File: config.mk
export PLATFORM = sky130hd
export DESIGN_NAME = zbcw_front
export DESIGN_NICKNAME = d
export VERILOG_FILES = /design/src/rtl/zbcw_pkg.sv /design/src/rtl/zbcw_front.sv
export SDC_FILE = /design/constraint.sdc
export NUM_CORES = 1
export LEC_CHECK = 0
export ABC_CLOCK_PERIOD_IN_PS = 7500
export BUFFER_PORTS_ARGS = -buffer_cell sky130_fd_sc_hd__buf_2
export CAP_MARGIN = 10
export CORE_ASPECT_RATIO = 1.4
export CORE_MARGIN = 2
export CORE_UTILIZATION = 50
export DETAILED_ROUTE_END_ITERATION = 8
export PLACE_DENSITY = 0.81
export SLEW_MARGIN = 20
export SYNTH_ARGS = -nofsm -noshare
export SYNTH_HDL_FRONTEND = slang
export SYNTH_SLANG_ARGS = --single-unit
File: constraint.sdc
create_clock -name vclk -period 7.5
set_input_delay 0 -clock vclk [all_inputs]
set_output_delay 0 -clock vclk [all_outputs]
set_load 0.1 [all_outputs]
File: src/rtl/zbcw_pkg.sv
// ----------------------------------------------------------------------------
// zbcw_pkg
// Types, constants and the brightness ramp table shared by the character
// cell writer and its sub-blocks.
// ----------------------------------------------------------------------------
package zbcw_pkg;

   localparam int unsigned SCREEN_WIDTH_DEF  = 640;
   localparam int unsigned SCREEN_HEIGHT_DEF = 128;
   localparam int unsigned RAMP_LEN_DEF      = 92;

   localparam int unsigned COORD_W     = 12;
   localparam int unsigned CELL_W      = 2 * COORD_W;
   localparam int unsigned CHAR_W      = 7;
   localparam int unsigned DEPTH_W     = 16;
   localparam int unsigned FIELD_W     = 16;
   localparam int unsigned ROM_SIZE    = 92;
   localparam int unsigned QUEUE_DEPTH = 2;

   localparam logic [CHAR_W-1:0] SPACE_CODE = 7'h20;

   localparam logic [1:0] OP_WRITE = 2'd0;
   localparam logic [1:0] OP_READ  = 2'd1;
   localparam logic [1:0] OP_CLEAR = 2'd2;

   localparam logic [CHAR_W-1:0] RAMP_ROM [ROM_SIZE] = '{
      7'h20, 7'h60, 7'h2E, 7'h2D, 7'h27, 7'h3A, 7'h5F, 7'h2C, 7'h5E, 7'h3D,
      7'h3B, 7'h3E, 7'h3C, 7'h2B, 7'h21, 7'h72, 7'h63, 7'h2A, 7'h2F, 7'h7A,
      7'h3F, 7'h73, 7'h4C, 7'h54, 7'h76, 7'h29, 7'h4A, 7'h37, 7'h28, 7'h7C,
      7'h46, 7'h69, 7'h7B, 7'h43, 7'h7D, 7'h66, 7'h49, 7'h33, 7'h31, 7'h74,
      7'h6C, 7'h75, 7'h5B, 7'h6E, 7'h65, 7'h6F, 7'h5A, 7'h35, 7'h59, 7'h78,
      7'h6A, 7'h79, 7'h61, 7'h5D, 7'h32, 7'h45, 7'h53, 7'h77, 7'h71, 7'h6B,
      7'h50, 7'h36, 7'h68, 7'h39, 7'h64, 7'h34, 7'h56, 7'h70, 7'h4F, 7'h47,
      7'h62, 7'h55, 7'h41, 7'h4B, 7'h58, 7'h48, 7'h6D, 7'h38, 7'h52, 7'h44,
      7'h23, 7'h24, 7'h42, 7'h67, 7'h30, 7'h4D, 7'h4E, 7'h57, 7'h51, 7'h25,
      7'h26, 7'h40
   };

   typedef struct packed {
      logic [1:0]                op;
      logic signed [FIELD_W-1:0] x;
      logic signed [FIELD_W-1:0] y;
      logic signed [FIELD_W-1:0] brightness;
      logic signed [FIELD_W-1:0] depth;
   } req_type;

   typedef struct packed {
      logic [CHAR_W-1:0]         char_code;
      logic signed [DEPTH_W-1:0] depth_out;
      logic                      drawn;
      logic                      in_bounds;
   } rsp_type;

   typedef enum logic [1:0] {
      CMD_WRITE,
      CMD_READ,
      CMD_CLEAR,
      CMD_NOP
   } cmd_kind_type;

   typedef struct packed {
      cmd_kind_type              kind;
      logic                      in_bounds;
      logic [CELL_W-1:0]         cell_addr;
      logic signed [DEPTH_W-1:0] depth;
      logic [CHAR_W-1:0]         char_code;
   } cmd_type;

   typedef enum logic [1:0] {
      BK_IDLE,
      BK_CHECK,
      BK_CLEAR
   } back_state_type;

   function automatic logic [CHAR_W-1:0] ramp_char(input logic [7:0] level,
                                                   input int unsigned ramp_len);
      logic [15:0] prod;
      logic [15:0] sum;
      logic [7:0]  idx;
      prod = 16'(level) * 16'(ramp_len - 1);
      sum  = prod + {8'd0, prod[15:8]} + 16'd1;
      idx  = sum[15:8];
      if (idx > 8'(ROM_SIZE - 1)) begin
         idx = 8'(ROM_SIZE - 1);
      end
      return RAMP_ROM[idx[6:0]];
   endfunction

endpackage

File: src/rtl/zbcw_front.sv
// ----------------------------------------------------------------------------
// zbcw_front
// Request intake: bounds check, cell address, brightness clamp and ramp
// lookup, producing one command for the queue.
// ----------------------------------------------------------------------------
module zbcw_front #(
   parameter int unsigned SCREEN_WIDTH  = zbcw_pkg::SCREEN_WIDTH_DEF,
   parameter int unsigned SCREEN_HEIGHT = zbcw_pkg::SCREEN_HEIGHT_DEF,
   parameter int unsigned RAMP_LEN      = zbcw_pkg::RAMP_LEN_DEF
) (
   input  logic              start,
   input  zbcw_pkg::req_type req,
   input  logic              queue_full,
   input  logic              init_busy,
   output logic              busy,
   output logic              push,
   output zbcw_pkg::cmd_type entry
);

   logic       x_ok;
   logic       y_ok;
   logic       on_screen;
   logic [7:0] level;

   assign busy = queue_full | init_busy;
   assign push = start & ~busy;

   assign x_ok = ~req.x[15] &&
                 ({1'b0, req.x[14:0]} < 16'(SCREEN_WIDTH));
   assign y_ok = ~req.y[15] &&
                 ({1'b0, req.y[14:0]} < 16'(SCREEN_HEIGHT));
   assign on_screen = x_ok & y_ok;

   always_comb begin
      if (req.brightness[15]) begin
         level = 8'd0;
      end else if (req.brightness[14:8] != 7'd0) begin
         level = 8'd255;
      end else begin
         level = req.brightness[7:0];
      end
   end

   always_comb begin
      entry.cell_addr = zbcw_pkg::CELL_W'(req.y[zbcw_pkg::COORD_W-1:0]) *
                        zbcw_pkg::CELL_W'(SCREEN_WIDTH) +
                        zbcw_pkg::CELL_W'(req.x[zbcw_pkg::COORD_W-1:0]);
      entry.depth     = req.depth;
      entry.char_code = zbcw_pkg::ramp_char(level, RAMP_LEN);
      entry.in_bounds = 1'b0;
      if (req.op == zbcw_pkg::OP_WRITE) begin
         entry.kind      = zbcw_pkg::CMD_WRITE;
         entry.in_bounds = on_screen;
      end else if (req.op == zbcw_pkg::OP_READ) begin
         entry.kind      = zbcw_pkg::CMD_READ;
         entry.in_bounds = on_screen;
      end else if (req.op == zbcw_pkg::OP_CLEAR) begin
         entry.kind = zbcw_pkg::CMD_CLEAR;
      end else begin
         entry.kind = zbcw_pkg::CMD_NOP;
      end
   end

endmodule

After elaboration in Yosys (flattened, before gate mapping) --
Memories as Yosys holds them, arrays and structs flattened. Cells that the tools add are included.
Word-level totals: register bits 0, latch bits 0, memory bits (writable) 0, memory bits (read-only) 896, input port bits 69, output and inout bits 52, word-level logic and storage cells 32, memories 1
Memories:
- (name not given) | words 128, width 7, read ports 1, clocked after memory_dff 0, write ports 0, line zbcw_pkg.sv:86 | return RAMP_ROM[idx[6:0]];
Operators by class: $add $sub $neg 3, multiply operators 2, div/mod/pow operators 0, order comparisons 4, eq/ne operators 2, shifts and indexed selects 0, muxes and demuxes 9, bitwise logic cells 7, reduce and logical (&&, ||, !) cells 4
Operators by type and width (number):
- 22-bit by 12-bit adder with 23-bit output | 1
- 7-bit two-way mux | 3
- 15-bit by 7-bit adder with 16-bit output | 1
- 16-bit by 1-bit adder with 16-bit output, second input constant | 1
- 8-bit two-way mux | 2
- 15-bit by 10-bit less-than comparator with 1-bit output, second input constant | 1
- 15-bit by 8-bit less-than comparator with 1-bit output, second input constant | 1
- 12-bit by 3-bit multiplier with 15-bit output, second input constant | 1
- 8-bit by 7-bit multiplier with 15-bit output, second input constant | 1
- 8-bit >= comparator, second input constant | 1
- 8-bit by 7-bit > comparator with 1-bit output, second input constant | 1
- 7-bit NOT with 8-bit output | 1
- 7-bit nonzero test | 1
- 3-bit two-way mux | 1
- 1-bit NOT | 3
- 1-bit bitwise AND | 2
- 2-bit by 1-bit == test with 1-bit output, second input constant | 1
- 2-bit == test, second input constant | 1
- 1-bit logical AND | 2
- 2-bit zero test | 1
- 1-bit two-way mux | 2
- 2-bit two-way mux | 1
- 1-bit bitwise OR | 1

Logic depth before layout (Yosys ltp) --
Gate-level depths: netlist of run 1.
depth after elaboration 12, depth in mapped cells 34, depth with buffers taken out 32

Worst setup path before layout of run 1 --
Ideal clock, no wire load.
path type input-to-output, start in req[26] (netlist name), end out entry[2] (netlist name), data arrival time 8886 ps, required time 7500 ps, path slack -1386 ps, stages on the path 32, buffers on the path 3, cell sequence nor4_2 -> nand2_1 -> clkbuf_1 -> nor2_1 -> nor2_1 -> ha_1 -> inv_1 -> fa_1 -> inv_1 -> fa_1 -> fa_1 -> ha_1 -> buf_2 -> o211ai_1 -> a21o_1 -> a21oi_2 -> o41ai_2 -> xor2_1 -> inv_1 -> ha_1 -> nand3_1 -> nor2_1 -> mux2_2 -> o211ai_1 -> a211o_1 -> a21oi_1 -> inv_1 -> ha_1 -> clkbuf_1 -> o221ai_1 -> a21oi_1 -> a211oi_1
RTL lines:
- start: declaration | line zbcw_front.sv:12 | input zbcw_pkg::req_type req,
- end: declaration | line zbcw_front.sv:17 | output zbcw_pkg::cmd_type entry

==> results of run 1 <==
==> layer usage <==
metal | routed length, microns | vias up | track usage [%] | share of wire [%]
met5 | 0 | - | 0 | 0
met4 | 928 | 0 | 15.59 | 7.0
met3 | 821 | 88 | 2.674 | 6.2
li1 | - | 2130 | - | -
met1 | 4453 | 2157 | 29.15 | 34
met2 | 6977 | 250 | 54.27 | 53
==> per-stage QoR <==
stage	instance area [sq um]	hold WS (ns)	TNS [ns]
6_report	4920	0.00004387	0
5_1_grt	4920	0.0001428	-0.2397
4_1_cts	4756	0.0006813	0
3_5_place_dp	4756	0.0006813	0
3_3_place_gp	4756	0.0006813	0
2_1_floorplan	4332	0.2115	-0.7210
==> layout make-up <==
type,count,area (sq um),share of cell area (%)
Timing Repair Buffer,98,664.4,13.50
Inverter,60,230.2,4.680
Multi-Input combinational cell,456,3897,79.22
Tap cell,102,127.6,2.594
==> what timing repair did <==
item | CTS | global route
endpoints found under the hold margin | 0 | 0
resized for setup | 0 | 24
setup buffers | 0 | 5
hold buffers | 0 | 0
setup endpoints to repair | 0 | 7
==> cells in the final DEF (no fill, tap or decap), types with 15 or more instances in the layout <==
master                    netlist  layout
sky130_fd_sc_hd__buf_4         26      25
sky130_fd_sc_hd__ha_1          67      59
sky130_fd_sc_hd__nor3_1        18      15
sky130_fd_sc_hd__inv_1         58      57
sky130_fd_sc_hd__fa_1          16      16
sky130_fd_sc_hd__o21ai_0       22      22
sky130_fd_sc_hd__xnor2_1       22      21
sky130_fd_sc_hd__buf_2          8      65
sky130_fd_sc_hd__a21oi_1       37      34
sky130_fd_sc_hd__nor2_1        39      34
sky130_fd_sc_hd__nand2_1       33      31
==> path summary, 6_finish.rpt <==
path,from,to,slack [ns],cells after the start
setup / recovery,req[30],entry[1],0.24,30
hold / removal,req[6],entry[13],0.00004,0
==> critical path, delay by kind of cell <==
| kind | cells | cell delay (ns) |
|---|---|---|
| buffers and inverters | 6 | 0.83 |
| multiplexers | 2 | 0.47 |
| AO/OA/AOI/OAI | 8 | 2.03 |
| adder cells (fa/ha/maj) | 6 | 2.39 |
| XOR/XNOR | 1 | 0.18 |
| AND/OR/NAND/NOR | 7 | 1.33 |
==> cell families after synthesis <==
kind of cell	after synthesis	share of synthesized area, %
AND/OR/NAND/NOR	148	17.60
adder cells (fa/ha/maj)	83	27.87
AO/OA/AOI/OAI	176	30.97
other	1	0.09019
multiplexers	9	2.257
XOR/XNOR	38	8.637
buffers and inverters	107	12.58
==> flow_summary.html, run 1 <==
<table>
<tr><th>Metric</th><th>Value</th></tr>
<tr><th colspan="2">Outcome</th></tr>
<tr><td>Outcome</td><td>complete, no violations</td></tr>
<tr><th colspan="2">Die</th></tr>
<tr><td>Horizontal die dimension</td><td>around 80 microns</td></tr>
<tr><td>Starting Density</td><td>just over 50%</td></tr>
<tr><td>Overall die area</td><td>slightly above 9000 sq um</td></tr>
<tr><td>Overall die height</td><td>roughly 110 microns</td></tr>
<tr><td>Number of top-level pins</td><td>approximately 120</td></tr>
<tr><td>Core area</td><td>between 8000 and 9000 sq um</td></tr>
<tr><td>Site Rows</td><td>39</td></tr>
<tr><th colspan="2">Placed design</th></tr>
<tr><td>Dpl cells</td><td>roughly 710</td></tr>
<tr><td>Pre-CTS setup slack</td><td>between 0.09 and 0.1 ns</td></tr>
<tr><td>Dpl hpwl</td><td>10.63 mm</td></tr>
<tr><td>Buffers on Ports</td><td>71</td></tr>
<tr><td>RD Place Congestion</td><td>~1</td></tr>
<tr><th colspan="2">Route</th></tr>
<tr><td>DRC violation total after the first TritonRoute iteration</td><td>between 300 and 400</td></tr>
<tr><td>Total Wirelength</td><td>13.18 mm</td></tr>
<tr><td>Number of iterations in the first detailed-routing pass</td><td>6</td></tr>
<tr><td>Total via count in the routed design</td><td>about 4600</td></tr>
<tr><td>Vias per cell</td><td>6.459</td></tr>
<tr><td>Antenna Violating Nets Remaining</td><td>0</td></tr>
<tr><td>Drc violations</td><td>0</td></tr>
<tr><td>Routed wire length per instance</td><td>around 18 microns</td></tr>
<tr><th colspan="2">Critical path</th></tr>
<tr><td>Worst setup path class</td><td>primary input to output pin</td></tr>
<tr><td>Maximum single-stage delay on the critical path</td><td>roughly 0.56 ns</td></tr>
<tr><td>Worst EP arrival</td><td>7.26 ns</td></tr>
<tr><td>Type of origin of the critical path</td><td>primary input</td></tr>
<tr><td>Critical path required time</td><td>around 7.5 ns</td></tr>
<tr><td>Cell with the largest stage delay on the worst path</td><td>sky130_fd_sc_hd__fa_1</td></tr>
<tr><td>Most prevalent standard cell on the critical path</td><td>sky130_fd_sc_hd__fa_1</td></tr>
<tr><td>CP max FO</td><td>8</td></tr>
<tr><td>Type of destination of the critical path</td><td>output pin</td></tr>
<tr><th colspan="2">Global route</th></tr>
<tr><td>Wire length of the first global-routing pass</td><td>roughly 21 mm</td></tr>
<tr><td>Total gr overflow</td><td>0</td></tr>
<tr><td>Number of antenna violations at the first check in global routing</td><td>0</td></tr>
<tr><td>Via count of the first global-routing pass</td><td>about 4600</td></tr>
<tr><td>Maximum number of pins on one net before global-route repair</td><td>30</td></tr>
<tr><td>Total GRT Usage</td><td>around 28%</td></tr>
<tr><th colspan="2">Timing</th></tr>
<tr><td>Slew Limit Headroom</td><td>roughly 58%</td></tr>
<tr><td>Minimum period implied by the final worst setup slack</td><td>7.255 ns</td></tr>
<tr><td>Number of pins exceeding their max-slew limit in the final report</td><td>0</td></tr>
<tr><td>Upper clock frequency limit</td><td>around 140 MHz</td></tr>
<tr><td>Worst setup slack after layout</td><td>around 0.24 ns</td></tr>
<tr><td>Finish-stage setup viols</td><td>0</td></tr>
<tr><td>Tcrit/Tclk final</td><td>96.74%</td></tr>
<tr><td>Worst-margin pin slew</td><td>approximately 0.63 ns</td></tr>
<tr><td>Final hold viol count</td><td>0</td></tr>
<tr><th colspan="2">Finish</th></tr>
<tr><td>Count of fill cells added during filler insertion</td><td>758</td></tr>
<tr><td>Layout overhead on the synthesized area</td><td>18.33%</td></tr>
<tr><td>Fraction of layout instances using a drive strength above 1</td><td>around 27%</td></tr>
<tr><td>Final std cells w/o fill</td><td>just over 700</td></tr>
<tr><td>Total of clock buffers placed in the layout</td><td>0</td></tr>
<tr><td>Post-layout nets</td><td>768</td></tr>
<tr><td>Number of flip-flops and latches</td><td>0</td></tr>
<tr><td>Area occupied by registers</td><td>0 sq um</td></tr>
<tr><td>Antenna cells</td><td>0</td></tr>
<tr><td>Core occupancy in the finished layout</td><td>around 60%</td></tr>
<tr><th colspan="2">Logic synthesis</th></tr>
<tr><td>Top post-synthesis cells by count</td><td>sky130_fd_sc_hd__ha_1, sky130_fd_sc_hd__inv_1, sky130_fd_sc_hd__nor2_1</td></tr>
<tr><td>Post-synthesis cell type count</td><td>76</td></tr>
<tr><td>Average footprint of a synthesized cell</td><td>roughly 7.4 sq um</td></tr>
<tr><td>Post-synthesis instance area</td><td>4158 sq um</td></tr>
<tr><td>Area contributors post-synth</td><td>sky130_fd_sc_hd__ha_1, sky130_fd_sc_hd__fa_1, sky130_fd_sc_hd__inv_1</td></tr>
<tr><td>Most common cell in the netlist</td><td>sky130_fd_sc_hd__ha_1</td></tr>
<tr><td>Top cell type's share of synthesized area</td><td>between 20% and 30%</td></tr>
<tr><td>Sequential element share of the synthesized area</td><td>0%</td></tr>
<tr><td>Count of synthesis-stage warnings from yosys</td><td>0</td></tr>
<tr><td>Area leader, netlist</td><td>sky130_fd_sc_hd__ha_1</td></tr>
<tr><td>Cell count after synthesis</td><td>roughly 560</td></tr>
<tr><th colspan="2">Hold path</th></tr>
<tr><td>HP Class</td><td>primary input to output pin</td></tr>
<tr><th colspan="2">Flow run</th></tr>
<tr><td>Number of max-capacitance violations reported</td><td>0</td></tr>
</table>
Power of run 1 is not shown: default switching activity piles up to over one toggle a cycle in this logic, so the estimate is an artifact.
==> inputs of run 2 (changes only) <==
--- a/config.mk
+++ b/config.mk
@@ -7,12 +7,11 @@
 export LEC_CHECK = 0
 export ABC_CLOCK_PERIOD_IN_PS = 7500
 export BUFFER_PORTS_ARGS = -buffer_cell sky130_fd_sc_hd__buf_2
-export CAP_MARGIN = 10
 export CORE_ASPECT_RATIO = 1.4
 export CORE_MARGIN = 2
 export CORE_UTILIZATION = 50
 export DETAILED_ROUTE_END_ITERATION = 8
-export PLACE_DENSITY = 0.81
+export PLACE_DENSITY_LB_ADDON = 0.05
 export SLEW_MARGIN = 20
 export SYNTH_ARGS = -nofsm -noshare
 export SYNTH_HDL_FRONTEND = slang
==> constraint.sdc (replaced) <==
create_clock -name vclk -period 7.5
set_input_delay 0.75 -clock vclk [all_inputs]
set_output_delay 0.75 -clock vclk [all_outputs]
set_load 0.1 [all_outputs]
==> run 2 against run 1 <==
Against the previous run:
- the run now ends with setup timing left
- via count rose by 16%
- die area unchanged
- critical endpoint is now entry[4]
- non-clock buffer count grew 160
- sequential cell count is the same
- critical path depth increased by 2
- wire length up 24%
- sequential share of layout area unchanged
- final area grew 36%
- first-iteration DRC count grew 5.0%
- global-route usage grew 6.8 points
- clock-buffer cell count unchanged
- critical path type unchanged
==> flow_summary.html, run 2 (synthesis results as in run 1) <==
<table>
<tr><th>Metric</th><th>Value</th></tr>
<tr><th colspan="2">Outcome</th></tr>
<tr><td>Outcome</td><td>complete, but fails checks</td></tr>
<tr><td>Violations in the final reports</td><td>setup timing</td></tr>
<tr><th colspan="2">Route</th></tr>
<tr><td>Antenna Violating Nets Remaining</td><td>0 (unchanged)</td></tr>
<tr><td>DRC violation total after the first TritonRoute iteration</td><td>339 (+5.0%)</td></tr>
<tr><td>Drc violations</td><td>0 (unchanged)</td></tr>
<tr><td>Number of iterations in the first detailed-routing pass</td><td>5 (-1)</td></tr>
<tr><td>Total via count in the routed design</td><td>5375 (+16%)</td></tr>
<tr><td>Routed wire length per instance</td><td>18.62 microns (+1.1%)</td></tr>
<tr><td>Total Wirelength</td><td>16.31 mm (+24%)</td></tr>
<tr><td>Vias per cell</td><td>6.136 (-5.0%)</td></tr>
<tr><th colspan="2">Timing</th></tr>
<tr><td>Number of pins exceeding their max-slew limit in the final report</td><td>0 (unchanged)</td></tr>
<tr><td>Slew Limit Headroom</td><td>65.29% (+7.3 points)</td></tr>
<tr><td>Worst setup slack after layout</td><td>-0.9064 ns (-1.151 ns)</td></tr>
<tr><td>Final hold viol count</td><td>0 (unchanged)</td></tr>
<tr><td>Worst-margin pin slew</td><td>0.5196 ns (-0.1081 ns)</td></tr>
<tr><td>Finish-stage setup viols</td><td>7 (+7)</td></tr>
<tr><td>WHS</td><td>1.500 ns (+1.500 ns)</td></tr>
<tr><td>Upper clock frequency limit</td><td>119.0 MHz (-14%)</td></tr>
<tr><td>Tcrit/Tclk final</td><td>112.1% (+15 points)</td></tr>
<tr><td>Final-layout setup total negative slack</td><td>-5.786 ns (-5.786 ns)</td></tr>
<tr><td>Minimum period implied by the final worst setup slack</td><td>8.406 ns (+1.151 ns)</td></tr>
<tr><td>RSZ-0062 raised after global routing</td><td>true</td></tr>
<tr><th colspan="2">Die</th></tr>
<tr><td>Overall die height</td><td>111.9 microns (unchanged)</td></tr>
<tr><td>Core area</td><td>8100 sq um (unchanged)</td></tr>
<tr><td>Overall die area</td><td>9071 sq um (unchanged)</td></tr>
<tr><td>Horizontal die dimension</td><td>81.07 microns (unchanged)</td></tr>
<tr><td>Starting Density</td><td>51.33% (unchanged)</td></tr>
<tr><td>Site Rows</td><td>39 (unchanged)</td></tr>
<tr><td>Number of top-level pins</td><td>121 (unchanged)</td></tr>
<tr><th colspan="2">Critical path</th></tr>
<tr><td>Critical path required time</td><td>6.75 ns (-0.75 ns)</td></tr>
<tr><td>Worst setup path class</td><td>primary input to output pin</td></tr>
<tr><td>Type of destination of the critical path</td><td>output pin</td></tr>
<tr><td>Worst Path Buf+Inv</td><td>7 (+1)</td></tr>
<tr><td>Cell with the largest stage delay on the worst path</td><td>sky130_fd_sc_hd__fa_1</td></tr>
<tr><td>Worst EP arrival</td><td>7.66 ns (+0.40 ns)</td></tr>
<tr><td>Top cell family by delay on the critical path</td><td>adder cells</td></tr>
<tr><td>Maximum single-stage delay on the critical path</td><td>0.57 ns (about the same)</td></tr>
<tr><td>Type of origin of the critical path</td><td>primary input</td></tr>
<tr><td>CP max FO</td><td>7 (-1)</td></tr>
<tr><th colspan="2">Placed design</th></tr>
<tr><td>Dpl hpwl</td><td>11.77 mm (+11%)</td></tr>
<tr><td>RD Place Congestion</td><td>1.003 (-0.15%)</td></tr>
<tr><td>Pre-CTS setup slack</td><td>-1.104 ns (-1.202 ns)</td></tr>
<tr><td>Buffers on Ports</td><td>71 (unchanged)</td></tr>
<tr><th colspan="2">Global route</th></tr>
<tr><td>Via count of the first global-routing pass</td><td>5564 (+22%)</td></tr>
<tr><td>Number of antenna violations at the first check in global routing</td><td>0 (unchanged)</td></tr>
<tr><td>Total GRT Usage</td><td>35.30% (+6.8 points)</td></tr>
<tr><td>Maximum number of pins on one net before global-route repair</td><td>19 (-37%)</td></tr>
<tr><td>Wire length of the first global-routing pass</td><td>25.85 mm (+23%)</td></tr>
<tr><td>Total gr overflow</td><td>0 (unchanged)</td></tr>
<tr><th colspan="2">Finish</th></tr>
<tr><td>Total of clock buffers placed in the layout</td><td>0 (unchanged)</td></tr>
<tr><td>Number of flip-flops and latches</td><td>0 (unchanged)</td></tr>
<tr><td>Most frequent standard cell in the layout excluding fill and tap cells</td><td>sky130_fd_sc_hd__buf_4</td></tr>
<tr><td>Layout overhead on the synthesized area</td><td>60.73%</td></tr>
<tr><td>Highest-count cells in the layout ignoring fill and taps</td><td>sky130_fd_sc_hd__buf_4, sky130_fd_sc_hd__buf_2, sky130_fd_sc_hd__inv_1, sky130_fd_sc_hd__ha_1, sky130_fd_sc_hd__nand2_1</td></tr>
<tr><td>Area occupied by registers</td><td>0 sq um (unchanged)</td></tr>
<tr><td>Antenna cells</td><td>0 (unchanged)</td></tr>
<tr><td>Core occupancy in the finished layout</td><td>82.50% (+22 points)</td></tr>
<tr><td>Post-layout nets</td><td>928 (+21%)</td></tr>
<tr><td>Fraction of layout instances using a drive strength above 1</td><td>49.74% (+23 points)</td></tr>
<tr><th colspan="2">Hold path</th></tr>
<tr><td>HP Class</td><td>primary input to output pin</td></tr>
<tr><th colspan="2">Clock tree</th></tr>
<tr><td>Number of hold buffers added after cts</td><td>0 (unchanged)</td></tr>
<tr><th colspan="2">Flow run</th></tr>
<tr><td>Number of max-capacitance violations reported</td><td>0 (unchanged)</td></tr>
</table>
==> run 2: cell count changes in the layout (fill, tap and decap cells not counted), sizes merged <==
cell,before,now
buf,98,256
clkbuf,0,2
==> run 2: final timing paths <==
kind | startpoint | to | slack [ns] | cells past startpoint
min | req[9] | entry[16] | 1.50 | 0
max | req[29] | entry[4] | -0.91 | 32
==> run 2: cell type report <==
| cell class | instances | area [sq um] |
|---|---|---|
| inverters | 60 | 235.2 |
| fillers | 504 | 1418 |
| repair buffers | 258 | 2011 |
| well taps | 102 | 127.6 |
| multi-input cells | 456 | 4309 |
==> run 2: per-layer routing <==
metal	share of wire [%]	track usage [%]
met1	35	37.03
met4	6.5	18.64
met5	0	0
met3	5.1	3.079
met2	53	66.72
==> run 2: per-stage QoR <==
stage | cells | instance area (sq um)
4_1_cts | 866 | 6490
3_3_place_gp | 838 | 5812
3_5_place_dp | 838 | 5812
5_1_grt | 876 | 6683
6_report | 876 | 6683
2_1_floorplan | 563 | 4359
==> run 2: repair_timing <==
| item | CTS | global route |
|---|---|---|
| buffers inserted | 29 | 10 |
| setup endpoints to repair | 7 | 7 |
| resized for setup | 90 | 23 |
| pin swaps | 59 | 16 |
Power of run 2 is left out for the same reason.
