[src/rtl/zbcw_pkg.sv]
// ----------------------------------------------------------------------------
// zbcw_pkg
// Types, constants and the brightness ramp table shared by the character
// cell writer and its sub-blocks.
// ----------------------------------------------------------------------------
package zbcw_pkg;

   localparam int unsigned SCREEN_WIDTH_DEF  = 640;
   localparam int unsigned SCREEN_HEIGHT_DEF = 128;
   localparam int unsigned RAMP_LEN_DEF      = 92;

   localparam int unsigned COORD_W     = 12;
   localparam int unsigned CELL_W      = 2 * COORD_W;
   localparam int unsigned CHAR_W      = 7;
   localparam int unsigned DEPTH_W     = 16;
   localparam int unsigned FIELD_W     = 16;
   localparam int unsigned ROM_SIZE    = 92;
   localparam int unsigned QUEUE_DEPTH = 2;

   localparam logic [CHAR_W-1:0] SPACE_CODE = 7'h20;

   localparam logic [1:0] OP_WRITE = 2'd0;
   localparam logic [1:0] OP_READ  = 2'd1;
   localparam logic [1:0] OP_CLEAR = 2'd2;

   localparam logic [CHAR_W-1:0] RAMP_ROM [ROM_SIZE] = '{
      7'h20, 7'h60, 7'h2E, 7'h2D, 7'h27, 7'h3A, 7'h5F, 7'h2C, 7'h5E, 7'h3D,
      7'h3B, 7'h3E, 7'h3C, 7'h2B, 7'h21, 7'h72, 7'h63, 7'h2A, 7'h2F, 7'h7A,
      7'h3F, 7'h73, 7'h4C, 7'h54, 7'h76, 7'h29, 7'h4A, 7'h37, 7'h28, 7'h7C,
      7'h46, 7'h69, 7'h7B, 7'h43, 7'h7D, 7'h66, 7'h49, 7'h33, 7'h31, 7'h74,
      7'h6C, 7'h75, 7'h5B, 7'h6E, 7'h65, 7'h6F, 7'h5A, 7'h35, 7'h59, 7'h78,
      7'h6A, 7'h79, 7'h61, 7'h5D, 7'h32, 7'h45, 7'h53, 7'h77, 7'h71, 7'h6B,
      7'h50, 7'h36, 7'h68, 7'h39, 7'h64, 7'h34, 7'h56, 7'h70, 7'h4F, 7'h47,
      7'h62, 7'h55, 7'h41, 7'h4B, 7'h58, 7'h48, 7'h6D, 7'h38, 7'h52, 7'h44,
      7'h23, 7'h24, 7'h42, 7'h67, 7'h30, 7'h4D, 7'h4E, 7'h57, 7'h51, 7'h25,
      7'h26, 7'h40
   };

   typedef struct packed {
      logic [1:0]                op;
      logic signed [FIELD_W-1:0] x;
      logic signed [FIELD_W-1:0] y;
      logic signed [FIELD_W-1:0] brightness;
      logic signed [FIELD_W-1:0] depth;
   } req_type;

   typedef struct packed {
      logic [CHAR_W-1:0]         char_code;
      logic signed [DEPTH_W-1:0] depth_out;
      logic                      drawn;
      logic                      in_bounds;
   } rsp_type;

   typedef enum logic [1:0] {
      CMD_WRITE,
      CMD_READ,
      CMD_CLEAR,
      CMD_NOP
   } cmd_kind_type;

   typedef struct packed {
      cmd_kind_type              kind;
      logic                      in_bounds;
      logic [CELL_W-1:0]         cell_addr;
      logic signed [DEPTH_W-1:0] depth;
      logic [CHAR_W-1:0]         char_code;
   } cmd_type;

   typedef enum logic [1:0] {
      BK_IDLE,
      BK_CHECK,
      BK_CLEAR
   } back_state_type;

   function automatic logic [CHAR_W-1:0] ramp_char(input logic [7:0] level,
                                                   input int unsigned ramp_len);
      logic [15:0] prod;
      logic [15:0] sum;
      logic [7:0]  idx;
      prod = 16'(level) * 16'(ramp_len - 1);
      sum  = prod + {8'd0, prod[15:8]} + 16'd1;
      idx  = sum[15:8];
      if (idx > 8'(ROM_SIZE - 1)) begin
         idx = 8'(ROM_SIZE - 1);
      end
      return RAMP_ROM[idx[6:0]];
   endfunction

endpackage

[src/rtl/zbcw_queue.sv]
// ----------------------------------------------------------------------------
// zbcw_queue
// Two-entry command queue between the intake and the cell engine.
// ----------------------------------------------------------------------------
module zbcw_queue (
   input  logic              clock,
   input  logic              reset,
   input  logic              push,
   input  zbcw_pkg::cmd_type push_entry,
   input  logic              pop,
   output zbcw_pkg::cmd_type head,
   output logic              empty,
   output logic              full
);

   localparam int unsigned PtrW = $clog2(zbcw_pkg::QUEUE_DEPTH);
   localparam int unsigned CntW = $clog2(zbcw_pkg::QUEUE_DEPTH + 1);

   zbcw_pkg::cmd_type slot_ff [zbcw_pkg::QUEUE_DEPTH];
   logic [PtrW-1:0]   wr_ptr_ff;
   logic [PtrW-1:0]   wr_ptr_in;
   logic [PtrW-1:0]   rd_ptr_ff;
   logic [PtrW-1:0]   rd_ptr_in;
   logic [CntW-1:0]   count_ff;
   logic [CntW-1:0]   count_in;

   assign empty = (count_ff == CntW'(0));
   assign full  = (count_ff == CntW'(zbcw_pkg::QUEUE_DEPTH));
   assign head  = slot_ff[rd_ptr_ff];

   always_comb begin
      wr_ptr_in = wr_ptr_ff;
      rd_ptr_in = rd_ptr_ff;
      count_in  = count_ff;
      if (push) begin
         wr_ptr_in = (wr_ptr_ff == PtrW'(zbcw_pkg::QUEUE_DEPTH - 1)) ?
                     PtrW'(0) : wr_ptr_ff + PtrW'(1);
      end
      if (pop) begin
         rd_ptr_in = (rd_ptr_ff == PtrW'(zbcw_pkg::QUEUE_DEPTH - 1)) ?
                     PtrW'(0) : rd_ptr_ff + PtrW'(1);
      end
      if (push && !pop) begin
         count_in = count_ff + CntW'(1);
      end else if (pop && !push) begin
         count_in = count_ff - CntW'(1);
      end
   end

   always_ff @(posedge clock) begin
      if (reset) begin
         wr_ptr_ff <= '0;
         rd_ptr_ff <= '0;
         count_ff  <= '0;
      end else begin
         wr_ptr_ff <= wr_ptr_in;
         rd_ptr_ff <= rd_ptr_in;
         count_ff  <= count_in;
      end
   end

   always_ff @(posedge clock) begin
      if (push) begin
         slot_ff[wr_ptr_ff] <= push_entry;
      end
   end

endmodule

[config.mk]
export PLATFORM = sky130hd
export DESIGN_NAME = zbcw_queue
export DESIGN_NICKNAME = d
export VERILOG_FILES = /design/src/rtl/zbcw_pkg.sv /design/src/rtl/zbcw_queue.sv
export SDC_FILE = /design/constraint.sdc
export NUM_CORES = 1
export LEC_CHECK = 0
export ABC_AREA = 1
export BUFFER_PORTS_ARGS = -buffer_cell sky130_fd_sc_hd__buf_2
export CORE_UTILIZATION = 40
export DETAILED_ROUTE_END_ITERATION = 10
export PLACE_DENSITY = 0.67
export RECOVER_POWER = 50
export SYNTH_ARGS = -nofsm -noshare
export SYNTH_HDL_FRONTEND = slang
export SYNTH_SLANG_ARGS = --single-unit
[constraint.sdc]
create_clock -name clock -period 6.3 [get_ports clock]
set_clock_uncertainty 0.15 [all_clocks]
set_input_delay 0.63 -clock clock [delete_from_list [all_inputs] [get_ports clock]]
set_output_delay 0.63 -clock clock [all_outputs]
set_load 0.05 [all_outputs]
== After elaboration in Yosys (flattened, before gate mapping) ==
Memories as Yosys holds them, arrays and structs flattened. A register that Yosys moved wholly into a read port is not among the register bits.
Cells that the tools add are included.

* Equal/unequal tests: 1
* Reduce and logical (&&, ||, !) cells: 6
* Add/subtract/negate cells: 4
* Multiplexer cells: 8

{| class="wikitable"
|+ Operator list
! cell !! number
|-
| 1-bit 2-to-1 mux || 6
|-
| 2-bit 2-to-1 mux || 2
|-
| 1-bit adder (second input constant) || 2
|-
| 2-bit by 1-bit adder with 2-bit output (second input constant) || 1
|-
| 2-bit equality test (second input constant) || 1
|-
| 1-bit logical AND || 2
|-
| 1-bit zero test || 2
|-
| 2-bit zero test || 1
|-
| 2-bit nonzero test || 1
|-
| 2-bit by 1-bit subtractor with 2-bit output (second input constant) || 1
|}

* Input bits: 54
* Register bits: 4
* Logic and storage cells: 23
* Bits in writable memories: 100
* Memories: 1
* Output and inout port bits: 52

{| class="wikitable"
|+ Memory list
! memory !! depth !! width !! read ports !! clocked after memory_dff !! write ports !! RTL line !! RTL
|-
| slot_ff || 2 || 50 || 1 || 1 || 1 || zbcw_queue.sv:19 || <nowiki>zbcw_pkg::cmd_type slot_ff [zbcw_pkg::QUEUE_DEPTH];</nowiki>
|}

== Depth between registers and ports, before layout ==
Gate-level depths: netlist of run 1.

* Depth in word-level cells: 4
* Depth in mapped cells: 8
* Mapped depth without buffers: 8

== Worst setup path after synthesis of run 1 ==
OpenSTA, ideal clock, no wires.

* Kind: input port to flip-flop
* Start point: input push
* End point: memory slot_ff[0][0] in the netlist's numbering (enable)
* Arrival time: 2.770 ns
* Stages: 2
* Buffers on the path: 0
* Setup slack: 2.921 ns
* Setup time: 0.459 ns
* Cell sequence: inv_1 -> nor2_1

* Longest elaborated chain between the ends: 2

{| class="wikitable"
|+ RTL lines
! what !! RTL line !! RTL
|-
| from (decl) || zbcw_queue.sv:8 || <nowiki>input logic push,</nowiki>
|-
| 1-bit 2-to-1 mux || zbcw_queue.sv:63 || <nowiki>if (push) begin</nowiki>
|-
| 1-bit 2-to-1 mux (not written as such) || zbcw_queue.sv:64 || <nowiki>slot_ff[wr_ptr_ff] <= push_entry;</nowiki>
|-
| to (decl) || zbcw_queue.sv:19 ||
|}

No other way between the ends.

== Worst setup path in the final report of run 1 ==
* Start point: input push
* End point: memory slot_ff[0][1] in the netlist's numbering (enable)

The elaborated chain is that of the path after synthesis.

==> key figures, run 1 <==
Critical path
  • Startpoint types: primary input
  • Worst R2R Setup Slack: 3280 ps
  • CP Capture Type: flop
  • Worst reg2reg endpoint: slot_ff[0][1]$_DFFE_PP_
  • Crit Path Max Fanout: 26
  • CP required: 6170 ps
  • Reg2reg start: wr_ptr_ff$_SDFFE_PP0P_
  • R2R cell count: 2
  • Crit path DAT: 3050 ps
  • CP Class: primary input to flop

Power and ir drop
  • VDD IR-drop max: 0.1221 mV
  • Pwr Density: 307.5 nW/µm²
  • Int Pwr: 1.078 mW
  • Leak Pwr: 1.891 nW
  • Clock share of power: 25.9%
  • Switching part of the total: 27.46%
  • Sw power: 408.2 µW
  • Design Power: 1.487 mW
  • Comb power frac: 18.0%
  • Reg power frac: 56.1%

Timing
  • Final setup vio count: 0
  • Worst-Margin Slew: 2180 ps
  • Period minus WS final: 3180 ps
  • Final worst setup slack: 3120 ps
  • Final Hold Fails: 0
  • Fin Setup TNS: 0 ps
  • Period utilization: 50.48%
  • Unrepaired setup endpoints after global routing: no
  • Slew Viols, Final: 26
  • Final hold slack: 309.1 ps
  • Slew margin rel.: -45.84%
  • Fmax: 314.4 MHz

Synthesis
  • Post-synthesis cell type count: 15
  • Synth warn: 0
  • Seq/Total Area, Yosys: 75.84%
  • Post-Syn Area: 4091 µm²
  • Mapped Nets: 244
  • Avg Cell Area, Syn: 21.65 µm²
  • Yosys reg bits: 105
  • Syn Inst Count: 189

Place
  • GP Congestion: 0.6181
  • Port Buffers: 105
  • Dpl cell area: 4691 µm²
  • Pre-CTS setup slack: 3815 ps
  • Dpl cells: 422
  • Hpwl dp: 3.973 mm

Routing
  • DR WL/cell: 14.34 µm
  • Drc violations: 0
  • Final ANT Viol Nets: 0
  • Drt total wl: 6.282 mm
  • Vias per cell: 4.530
  • Via count: 1984
  • Drt pass-1 iters: 4
  • Initial DRC count: 48

Clocking
  • Hold Buf Count CTS: 0
  • Clock slew at reported path FFs: 90 ps
  • CTS Buf Count: 9
  • Latest clock arrival within the worst-skew pair: 350 ps
  • CTS tree: yes
  • Post-CTS Setup Repair Bufs: 0
  • Clock Tree Buf Depth: 2
  • H-tree Lvls: 3
  • Root Driver: clkbuf_8
  • CTS Sinks: 105
  • Cts repair resizes: 0

Die
  • Rows: 36
  • Full die area: 10640 µm²
  • I/O pin count: 106
  • Core Region: 9864 µm²
  • Die height: 103.1 µm
  • Die Wd: 103.1 µm
  • Initial Utilization: 41.48%

Run
  • Max-Cap Viols: 1

Min path
  • Hold Path Class: primary input to flop
  • Hold path startpoint: push_entry[14]
  • WHS Endpoint: slot_ff[1][14]$_DFFE_PP_
  • Hold-critical path depth: 1

Status
  • Outcome: finished, violations left
  • Failing checks: max-capacitance violations, max-slew violations

Cells and area
  • Finished Layout Cells: 438
  • Fin util: 49.01%
  • Design area: 4835 µm²
  • Final net count: 355
  • Area Growth Syn to Fin: 18.17%
  • ANT cells: 0
  • Layout cell share with drive strength beyond 1: 48.52%

Global routing
  • Total track usage: 12.20%
  • Antenna violations before repair: 1
  • Pin count of the biggest net entering global routing: 52
  • First-pass GRT wire length: 9.183 mm
  • Vias in the first global route: 1920
  • Congestion Overflow GR: 0
## state kept, by name (all words and copies together) (netlist names), named ones only
| register | count |
|---|---|
| wr_ptr_ff | 1 |
| slot_ff | 100 |
| count_ff | 2 |
| rd_ptr_ff | 1 |
## cell type report
| class | instances | area [µm²] |
|---|---|---|
| fillers | 860 | 5030 |
| flip-flops and latches | 105 | 3107 |
| multi-input cells | 69 | 843.3 |
| repair buffers | 106 | 506.7 |
| well taps | 133 | 166.4 |
| clock buffers | 11 | 131.4 |
| clock inverters | 5 | 46.29 |
| inverters | 9 | 33.78 |
## Yosys cell counts
library cell  count  area (µm²)
edfxtp_1        100        3003
mux2_4           50       750.7
inv_1             9       33.78
nor2_1            7       26.28
buf_12            5       100.1
dfxtp_1           5       100.1
nand2_1           5       18.77
a21oi_1           1       5.000
buf_6             1       11.26
ha_1              1       12.51
nand3_1           1       5.000
nand4_1           1       6.260
nor3_1            1       5.000
o21ai_0           1       5.000
xnor2_1           1       8.760
## worst max-delay path by stage
stage	start	to	slack (ps)	cells after the start
4_1_cts	flop	head[46]	3520	2
3_3_place_gp	push	slot_ff[0][4]$_DFFE_PP_	3870	4
2_1_floorplan	push	slot_ff[0][0]$_DFFE_PP_	2920	2
3_5_place_dp	push	slot_ff[0][4]$_DFFE_PP_	3810	4
6_report	push	slot_ff[0][1]$_DFFE_PP_	3120	4
5_1_grt	push	slot_ff[0][20]$_DFFE_PP_	2880	4
## cell usage in the layout (no fill, tap or decap)
cell       count
nand4_1        1
nand2_1        5
mux2_4        50
bufinv_16      1
clkinv_1       3
a21oi_1        1
edfxtp_1     100
buf_4          1
clkbuf_8       9
inv_1          8
dfxtp_4        1
nor3_1         1
nand3_1        1
ha_1           1
clkinv_2       1
xnor2_1        1
buf_2         84
inv_2          1
dfxtp_1        4
o21ai_0        1
clkbuf_1      23
nor2_1         7
## cells by family after synthesis
kind of cell	share of synthesized area (%)
xor gates and xnor gates	0.2141
muxes	18.35
DFF	75.84
adders and majority gates	0.3058
and+or+nand+nor	1.499
buffers and inverters	3.547
AOI/OAI and AO/OA	0.2444
## power by group through the flow
stage                     Clock (mW)  Sequential (mW)  Combinational (mW)
final                          0.385            0.833               0.268
after detailed placement           0            0.851               0.273
after global placement             0            0.849               0.270
after CTS                      0.403            0.835               0.274
after global routing           0.428            0.838               0.284
after floorplan                    0            0.831               0.241
## critical path, cell delays in order
cell and delay [ps]:
clkbuf_1 160, inv_1 60, nor2_1 1600, buf_4 580
## per-layer routing
layer	up-vias	track usage, %	routed length (µm)
met5	-	0	12
met2	64	19.90	3128
met3	12	4.407	376
li1	938	-	-
met1	968	13.93	2647
met4	2	6.934	117
(Power assumes the default switching activity.)
==> inputs of run 2 (changes only) <==
Settings changed: PLACE_DENSITY 0.67 to 0.7.
Clock period 6.3 ns to 2.6 ns, I/O delays scaled along.
==> run 2 against run 1 <==
Global-route usage up 1.8 points. The flow now finishes without violations. Critical path depth down 1. Sequential share of layout area down 6.6 points. Combinational power rose to 2.8 times the previous value. Critical endpoint is now head[34]. Sequential power up 140%. Setup slack worse by 2700 ps. Power up 150%. Routed wire length up 11%. Critical path type is now flop to output pin. Core utilization up 5.6 points. Final area up 11%. Sequential cell count unchanged. Count of clock-buffer cells in the layout down 2.
==> key figures, run 2 (same netlist as run 1, synthesis figures left out) <==
Status
  • Outcome: finished clean

Die
  • Full die area: 10640 µm² (unchanged)
  • Die height: 103.1 µm (unchanged)
  • Initial Utilization: 41.48% (unchanged)
  • Rows: 36 (unchanged)
  • I/O pin count: 106 (unchanged)
  • Die Wd: 103.1 µm (unchanged)
  • Core Region: 9864 µm² (unchanged)

Clocking
  • H-tree Lvls: 3 (unchanged)
  • CTS Sinks: 105 (unchanged)
  • CTS tree: yes
  • Clock Tree Buf Depth: 2 (unchanged)
  • Root Driver: clkbuf_8
  • Clock slew at reported path FFs: 90 ps (about the same)
  • CTS Buf Count: 9 (unchanged)
  • Latest clock arrival within the worst-skew pair: 350 ps (about the same)

Place
  • Hpwl dp: 4.531 mm (+14%)
  • Port Buffers: 105 (unchanged)
  • GP Congestion: 0.6127 (-0.87%)
  • Dpl cell area: 4746 µm² (+1.2%)

Routing
  • DR WL/cell: 14.20 µm (-1.0%)
  • Initial DRC count: 45 (-6.3%)
  • Final ANT Viol Nets: 0 (unchanged)
  • Drt total wl: 6.999 mm (+11%)
  • Drc violations: 0 (unchanged)
  • Drt pass-1 iters: 4 (unchanged)
  • Via count: 2155 (+8.6%)
  • Vias per cell: 4.371 (-3.5%)

Critical path
  • CP Class: flop to output pin
  • Critical path's slowest cell: dfxtp_4
  • CP required: 2190 ps (-3980 ps)
  • Crit Path Max Fanout: 16 (-38%)
  • Reg2reg start: wr_ptr_ff$_SDFFE_PP0P_
  • Crit path DAT: 1760 ps (-1290 ps)
  • Startpoint types: flop
  • R2R cell count: 2 (unchanged)
  • Worst R2R Setup Slack: 620 ps (-2660 ps)
  • CP Capture Type: output pin
  • CP max stage delay: 550 ps (-1050 ps)
  • Worst reg2reg endpoint: slot_ff[0][41]$_DFFE_PP_
  • Cells along the critical path: buf_4, mux2_4, buf_2

Power and ir drop
  • Leak Pwr: 2.082 nW (+10%)
  • Design Power: 3.650 mW (+150%)
  • Pwr Density: 677.7 nW/µm² (+120%)
  • VDD IR-drop max: 0.3800 mV (+210%)

Global routing
  • Pin count of the biggest net entering global routing: 28 (-46%)
  • Total track usage: 13.98% (+1.8 points)
  • Antenna violations before repair: 0 (-1)
  • Congestion Overflow GR: 0 (unchanged)
  • Vias in the first global route: 2232 (+16%)
  • First-pass GRT wire length: 10.59 mm (+15%)

Min path
  • Hold path startpoint: push
  • Hold-critical path depth: 3 (+2)
  • Hold Path Class: primary input to flop
  • WHS Endpoint: wr_ptr_ff$_SDFFE_PP0P_

Timing
  • Final Hold Fails: 0 (unchanged)
  • Slew Viols, Final: 0 (-100%)
  • Worst-Margin Slew: 1339 ps (-840.7 ps)
  • Fin Setup TNS: 0 ps (unchanged)
  • Period utilization: 83.52%
  • Unrepaired setup endpoints after global routing: no
  • Final hold slack: 51.86 ps (-257.2 ps)
  • Period minus WS final: 2171 ps
  • Fmax: 460.5 MHz
  • Final setup vio count: 0 (unchanged)
  • Slew margin rel.: 10.74% (+57 points)

Cells and area
  • Top reg by flops: slot_ff
  • Area Growth Syn to Fin: 31.62%
  • ANT cells: 0 (unchanged)
  • Design area: 5385 µm² (+11%)
  • Final net count: 410 (+15%)
  • Layout cell share with drive strength beyond 1: 39.17% (-9.4 points)
  • Largest register FFs: 100 (unchanged)
  • Most frequent cells in the layout: 100 x edfxtp_1, 66 x buf_2, 51 x dlygate4sd3_1
  • Biggest regs: slot_ff: 100 flops, count_ff: 2 flops
  • Number of fill cells: 822 (-4.4%)
  • Commonest non-fill, non-tap cell in the layout: edfxtp_1

Run
  • Max-Cap Viols: 0 (-1)
[run 2: cell types whose count changed in the layout (fill, tap and decap cells not counted), sizes merged]
cell	delta
clkinv	-1
buf	-15
inv	+2
bufinv	-1
dlygate4sd3	+51
clkbuf	+17
clkinvlp	+2
[run 2: critical path, delay by kind of cell (launching register included)]
kind / cells / cell delay [ps]
DFF: 1 / 550
buffers and inverters: 2 / 520
muxes: 1 / 330
[run 2: layout make-up]
class                      instances  area, µm²  share of cell area [%]
inverter                           9      33.78                  0.6273
timing repair buffer             161       1049                   19.47
clock inverter                     7      55.05                   1.022
sequential                       105       3107                   57.69
clock buffer                       9      123.9                   2.300
tap                              133      166.4                   3.090
multi-input combinational         69      850.8                   15.80
[run 2: metal layers]
layer	track usage, %	share of wire (%)
met5	0	0
met4	5.959	1.2
met3	3.864	4.8
met2	24.87	51
met1	15.78	43
[run 2: per-stage QoR]
| step | utilization [%] | setup slack [ps] | instances |
|---|---|---|---|
| after floorplan | - | 397.2 | 189 |
| after global placement | 48.11 | 812.2 | 426 |
| after detailed placement | 48.11 | 794.3 | 426 |
| after CTS | 55.10 | 381.9 | 493 |
| after global routing | 54.59 | 331.6 | 493 |
| final | 54.59 | 428.5 | 493 |
[run 2: report_power, final]
part / internal, mW / switching, mW
Combinational: 0.278 / 0.473
Clock: 0.356 / 0.552
Sequential: 1.95 / 0.0383
Total: 2.59 / 1.06
[run 2: worst max-delay path by stage]
stage                               to              startpoint  cells past startpoint  slack (ps)
2_1_floorplan  slot_ff[0][0]$_DFFE_PP_  wr_ptr_ff$_SDFFE_PP0P_                      1         400
3_3_place_gp                  head[39]                    flop                      3         810
3_5_place_dp                  head[34]                    flop                      3         790
4_1_cts                       head[34]                    flop                      3         380
5_1_grt                        head[8]                    flop                      3         330
6_report                      head[34]                    flop                      3         430
[run 2: what timing repair did]
| item | in CTS | in global routing |
|---|---|---|
| hold endpoints to repair | 103 | 0 |
| buffers inserted | 0 | 0 |
| hold buffers | 51 | 0 |
| endpoints found under the setup margin | 0 | 0 |
| gates resized for setup | 0 | 0 |
==> inputs of run 3 (changes only) <==
Settings changed: ABC_AREA 1 to 0, PLACE_DENSITY 0.7 to 0.68.
Clock period 2.6 ns to 2.05 ns, I/O delays scaled along.
==> run 3 against run 2 <==
Critical path depth is the same. Largest cell class unchanged. Via count is essentially flat. Critical endpoint is now head[36]. First-iteration DRC count grew 16%. Routed wire length shrank 6.2%.
==> key figures, run 3 <==
Status
  • Outcome: finished clean

Min path
  • Hold path startpoint: push
  • WHS Endpoint: count_ff[0]$_SDFFE_PP0P_
  • Hold Path Class: primary input to flop
  • Hold-critical path depth: 4 (+1)

Synthesis
  • Syn Inst Count: 178 (-5.8%)
  • Top FF cell, synth: edfxtp_1
  • Top cell type's share of synthesized area: 78.95% (+5.6 points)
  • Synth warn: 0 (unchanged)
  • Top post-synthesis cells by area: edfxtp_1 79%, mux2_2 14%, dfxtp_1 2.6%, mux2_1 1.2%, buf_2 0.79%
  • EDFF count, synth: 100 (unchanged)
  • Seq/Total Area, Yosys: 81.58% (+5.7 points)
  • Post-synthesis cell type count: 16 (+1)
  • Avg Cell Area, Syn: 21.37 µm² (-1.3%)
  • Commonest cells post-synth: 100 x edfxtp_1, 46 x mux2_2, 6 x buf_2
  • Synth area leader: edfxtp_1
  • Count leader, synth: edfxtp_1
  • Yosys reg bits: 105 (unchanged)
  • Post-Syn Area: 3804 µm² (-7.0%)
  • Async S/R FF share, synth: 0% (unchanged)
  • Mapped Nets: 233 (-4.5%)

Routing
  • Via count: 2156 (+0.046%)
  • Drt pass-1 iters: 4 (unchanged)
  • DR WL/cell: 13.68 µm (-3.7%)
  • Drc violations: 0 (unchanged)
  • Final ANT Viol Nets: 0 (unchanged)
  • Drt total wl: 6.565 mm (-6.2%)
  • Initial DRC count: 52 (+16%)
  • Vias per cell: 4.492 (+2.8%)

Power and ir drop
  • VDD IR-drop max: 0.3668 mV (-3.5%)
  • Reg power frac: 54.8% (+0.2 points)
  • Int Pwr: 3.257 mW (+26%)
  • Pwr Density: 890.3 nW/µm² (+31%)
  • Leak Pwr: 1.898 nW (-8.8%)
  • Clock share of power: 24.8% (about the same)
  • Switching part of the total: 29.45% (+0.34 points)
  • Comb power frac: 20.4% (-0.2 points)
  • Sw power: 1.360 mW (+28%)

Die
  • Die Wd: 99.52 µm (-3.5%)
  • Rows: 35 (-2.8%)
  • I/O pin count: 106 (unchanged)
  • Core Region: 9240 µm² (-6.3%)
  • Die height: 99.52 µm (-3.5%)
  • Initial Utilization: 41.16% (-0.31 points)
  • Full die area: 9903 µm² (-6.9%)

Clocking
  • Clock Tree Buf Depth: 2 (unchanged)
  • Cts repair resizes: 0 (unchanged)
  • CTS tree: yes
  • CTS Buf Count: 9 (unchanged)
  • Clock slew at reported path FFs: 90 ps (about the same)
  • Root Driver: clkbuf_8
  • CTS Sinks: 105 (unchanged)
  • Latest clock arrival within the worst-skew pair: 350 ps (about the same)
  • H-tree Lvls: 3 (unchanged)

Global routing
  • First-pass GRT wire length: 10.49 mm (-0.92%)
  • Vias in the first global route: 2256 (+1.1%)
  • Total track usage: 14.12% (+0.14 points)
  • Pin count of the biggest net entering global routing: 51 (+82%)
  • Antenna violations before repair: 0 (unchanged)
  • Congestion Overflow GR: 0 (unchanged)

Timing
  • Slew margin rel.: 59.15% (+48 points)
  • Final Hold Fails: 0 (unchanged)
  • Slew Viols, Final: 0 (unchanged)
  • Unrepaired setup endpoints after global routing: no
  • Worst-Margin Slew: 612.8 ps (-726.2 ps)
  • Fin Setup TNS: 0 ps (unchanged)
  • Period minus WS final: 1950 ps
  • Final hold slack: 208.1 ps (+156.3 ps)
  • Period utilization: 95.11%
  • Fmax: 512.9 MHz
  • Final setup vio count: 0 (unchanged)

Cells and area
  • Finished Layout Cells: 480 (-2.6%)
  • Fin util: 56.13% (+1.5 points)
  • Most frequent cells in the layout: 100 x edfxtp_1, 74 x buf_2, 53 x dlygate4sd3_1
  • Number of fill cells: 761 (-7.4%)
  • Top reg by flops: slot_ff
  • Largest register FFs: 100 (unchanged)
  • Biggest regs: slot_ff: 100 flops, count_ff: 2 flops
  • Storage cell area: 3104 µm² (about the same)
  • Area of the multi-input gates: 675.6 µm² (-21%)
  • Commonest non-fill, non-tap cell in the layout: edfxtp_1
  • Final net count: 401 (-2.2%)
  • Layout cell share with drive strength beyond 1: 41.31% (+2.1 points)
  • Area Growth Syn to Fin: 36.35%
  • ANT cells: 0 (unchanged)

Critical path
  • Worst reg2reg endpoint: slot_ff[1][47]$_DFFE_PP_
  • CP Capture Type: output pin
  • Crit Path Max Fanout: 50 (+34)
  • Worst R2R Setup Slack: 450 ps (-170 ps)
  • Startpoint types: flop
  • R2R cell count: 2 (unchanged)
  • Cells along the critical path: buf_12, mux2_2, buf_2
  • CP max stage delay: 380 ps (-170 ps)
  • Reg2reg start: wr_ptr_ff$_SDFFE_PP0P_
  • CP Class: flop to output pin
  • CP required: 1690 ps (-500 ps)
  • Top delay family on crit path: buffers and inverters
  • Bufs and invs on worst path: 2 (unchanged)
  • Worst path depth: 3 (unchanged)
  • Crit path DAT: 1590 ps (-170 ps)
  • Critical path's slowest cell: mux2_2

Run
  • Max-Cap Viols: 0 (unchanged)

Place
  • Port Buffers: 105 (unchanged)
  • Dpl cells: 411 (-3.5%)
  • GP Congestion: 0.6883 (+12%)
  • Hpwl dp: 3.888 mm (-14%)
[run 3: cell count changes after synthesis, sizes merged, moves of 2 or more]
cell   previous run  this run
nand2             5         0
nor2              7         5
inv               9         1
xor2              0         2
[run 3: metrics by stage]
step / setup WS (ps) / power, mW / cell area [µm²]
after floorplan: 390.8 / 3.228 / 3812
after global placement: 487.0 / 3.444 / 4521
after detailed placement: 468.2 / 3.460 / 4521
after CTS: 61.70 / 4.695 / 5229
after global routing: 10.29 / 4.809 / 5186
final: 100.3 / 4.617 / 5186
[run 3: worst max path at each step]
stage | start | end
4_1_cts | flop | head[11]
2_1_floorplan | wr_ptr_ff$_SDFFE_PP0P_ | slot_ff[0][0]$_DFFE_PP_
3_3_place_gp | flop | head[11]
6_report | flop | head[36]
3_5_place_dp | flop | head[11]
5_1_grt | flop | head[26]
[run 3: power groups by stage]
| stage | sequential, mW | combinational [mW] | clock [mW] |
|---|---|---|---|
| final | 2.53 | 0.940 | 1.15 |
| after global routing | 2.55 | 0.993 | 1.27 |
| after CTS | 2.53 | 0.961 | 1.20 |
| after detailed placement | 2.58 | 0.879 | 0 |
| after global placement | 2.57 | 0.870 | 0 |
| after floorplan | 2.57 | 0.659 | 0 |
[run 3: area by class of cell]
class | count | share of cell area (%)
Inverter | 1 | 0.07238
Timing Repair Buffer | 163 | 20.51
Sequential cell | 105 | 59.86
Clock inverter | 7 | 1.037
Clock buffer | 9 | 2.388
Tap cell | 129 | 3.112
Multi-Input combinational cell | 66 | 13.03
[run 3: cells by family (layout without fill, tap and decap cells)]
kind of cell               count (synthesis)  count (layout)  synth area share, %
muxes                                     50              50                14.80
xor gates and xnor gates                   4               4               0.9212
adders and majority gates                  1               1               0.3289
buffers and inverters                      7             180               0.8881
AOI/OAI and AO/OA                          2               2               0.2629
and+or+nand+nor                            9               9                1.218
DFF                                      105             105                81.58
[run 3: worst min-delay path, delay by kind of cell]
kind	cells	cell delay, ps
xor+xnor	1	80
fa+ha+maj	1	190
buf+inv	1	130
simple gates	1	70
[run 3: what timing repair did]
| action | in CTS | in global routing |
|---|---|---|
| setup buffers | 0 | 0 |
| hold endpoints to repair | 105 | 0 |
| hold buffers | 53 | 0 |
[run 3: per-layer routing]
| layer | GRT usage (%) | vias up | share of wire (%) |
|---|---|---|---|
| met5 | 0 | - | 0 |
| met4 | 4.751 | 0 | 0.99 |
| met3 | 4.498 | 7 | 5.4 |
| met2 | 25.37 | 64 | 54 |
| met1 | 15.86 | 1060 | 39 |
| li1 | - | 1025 | - |
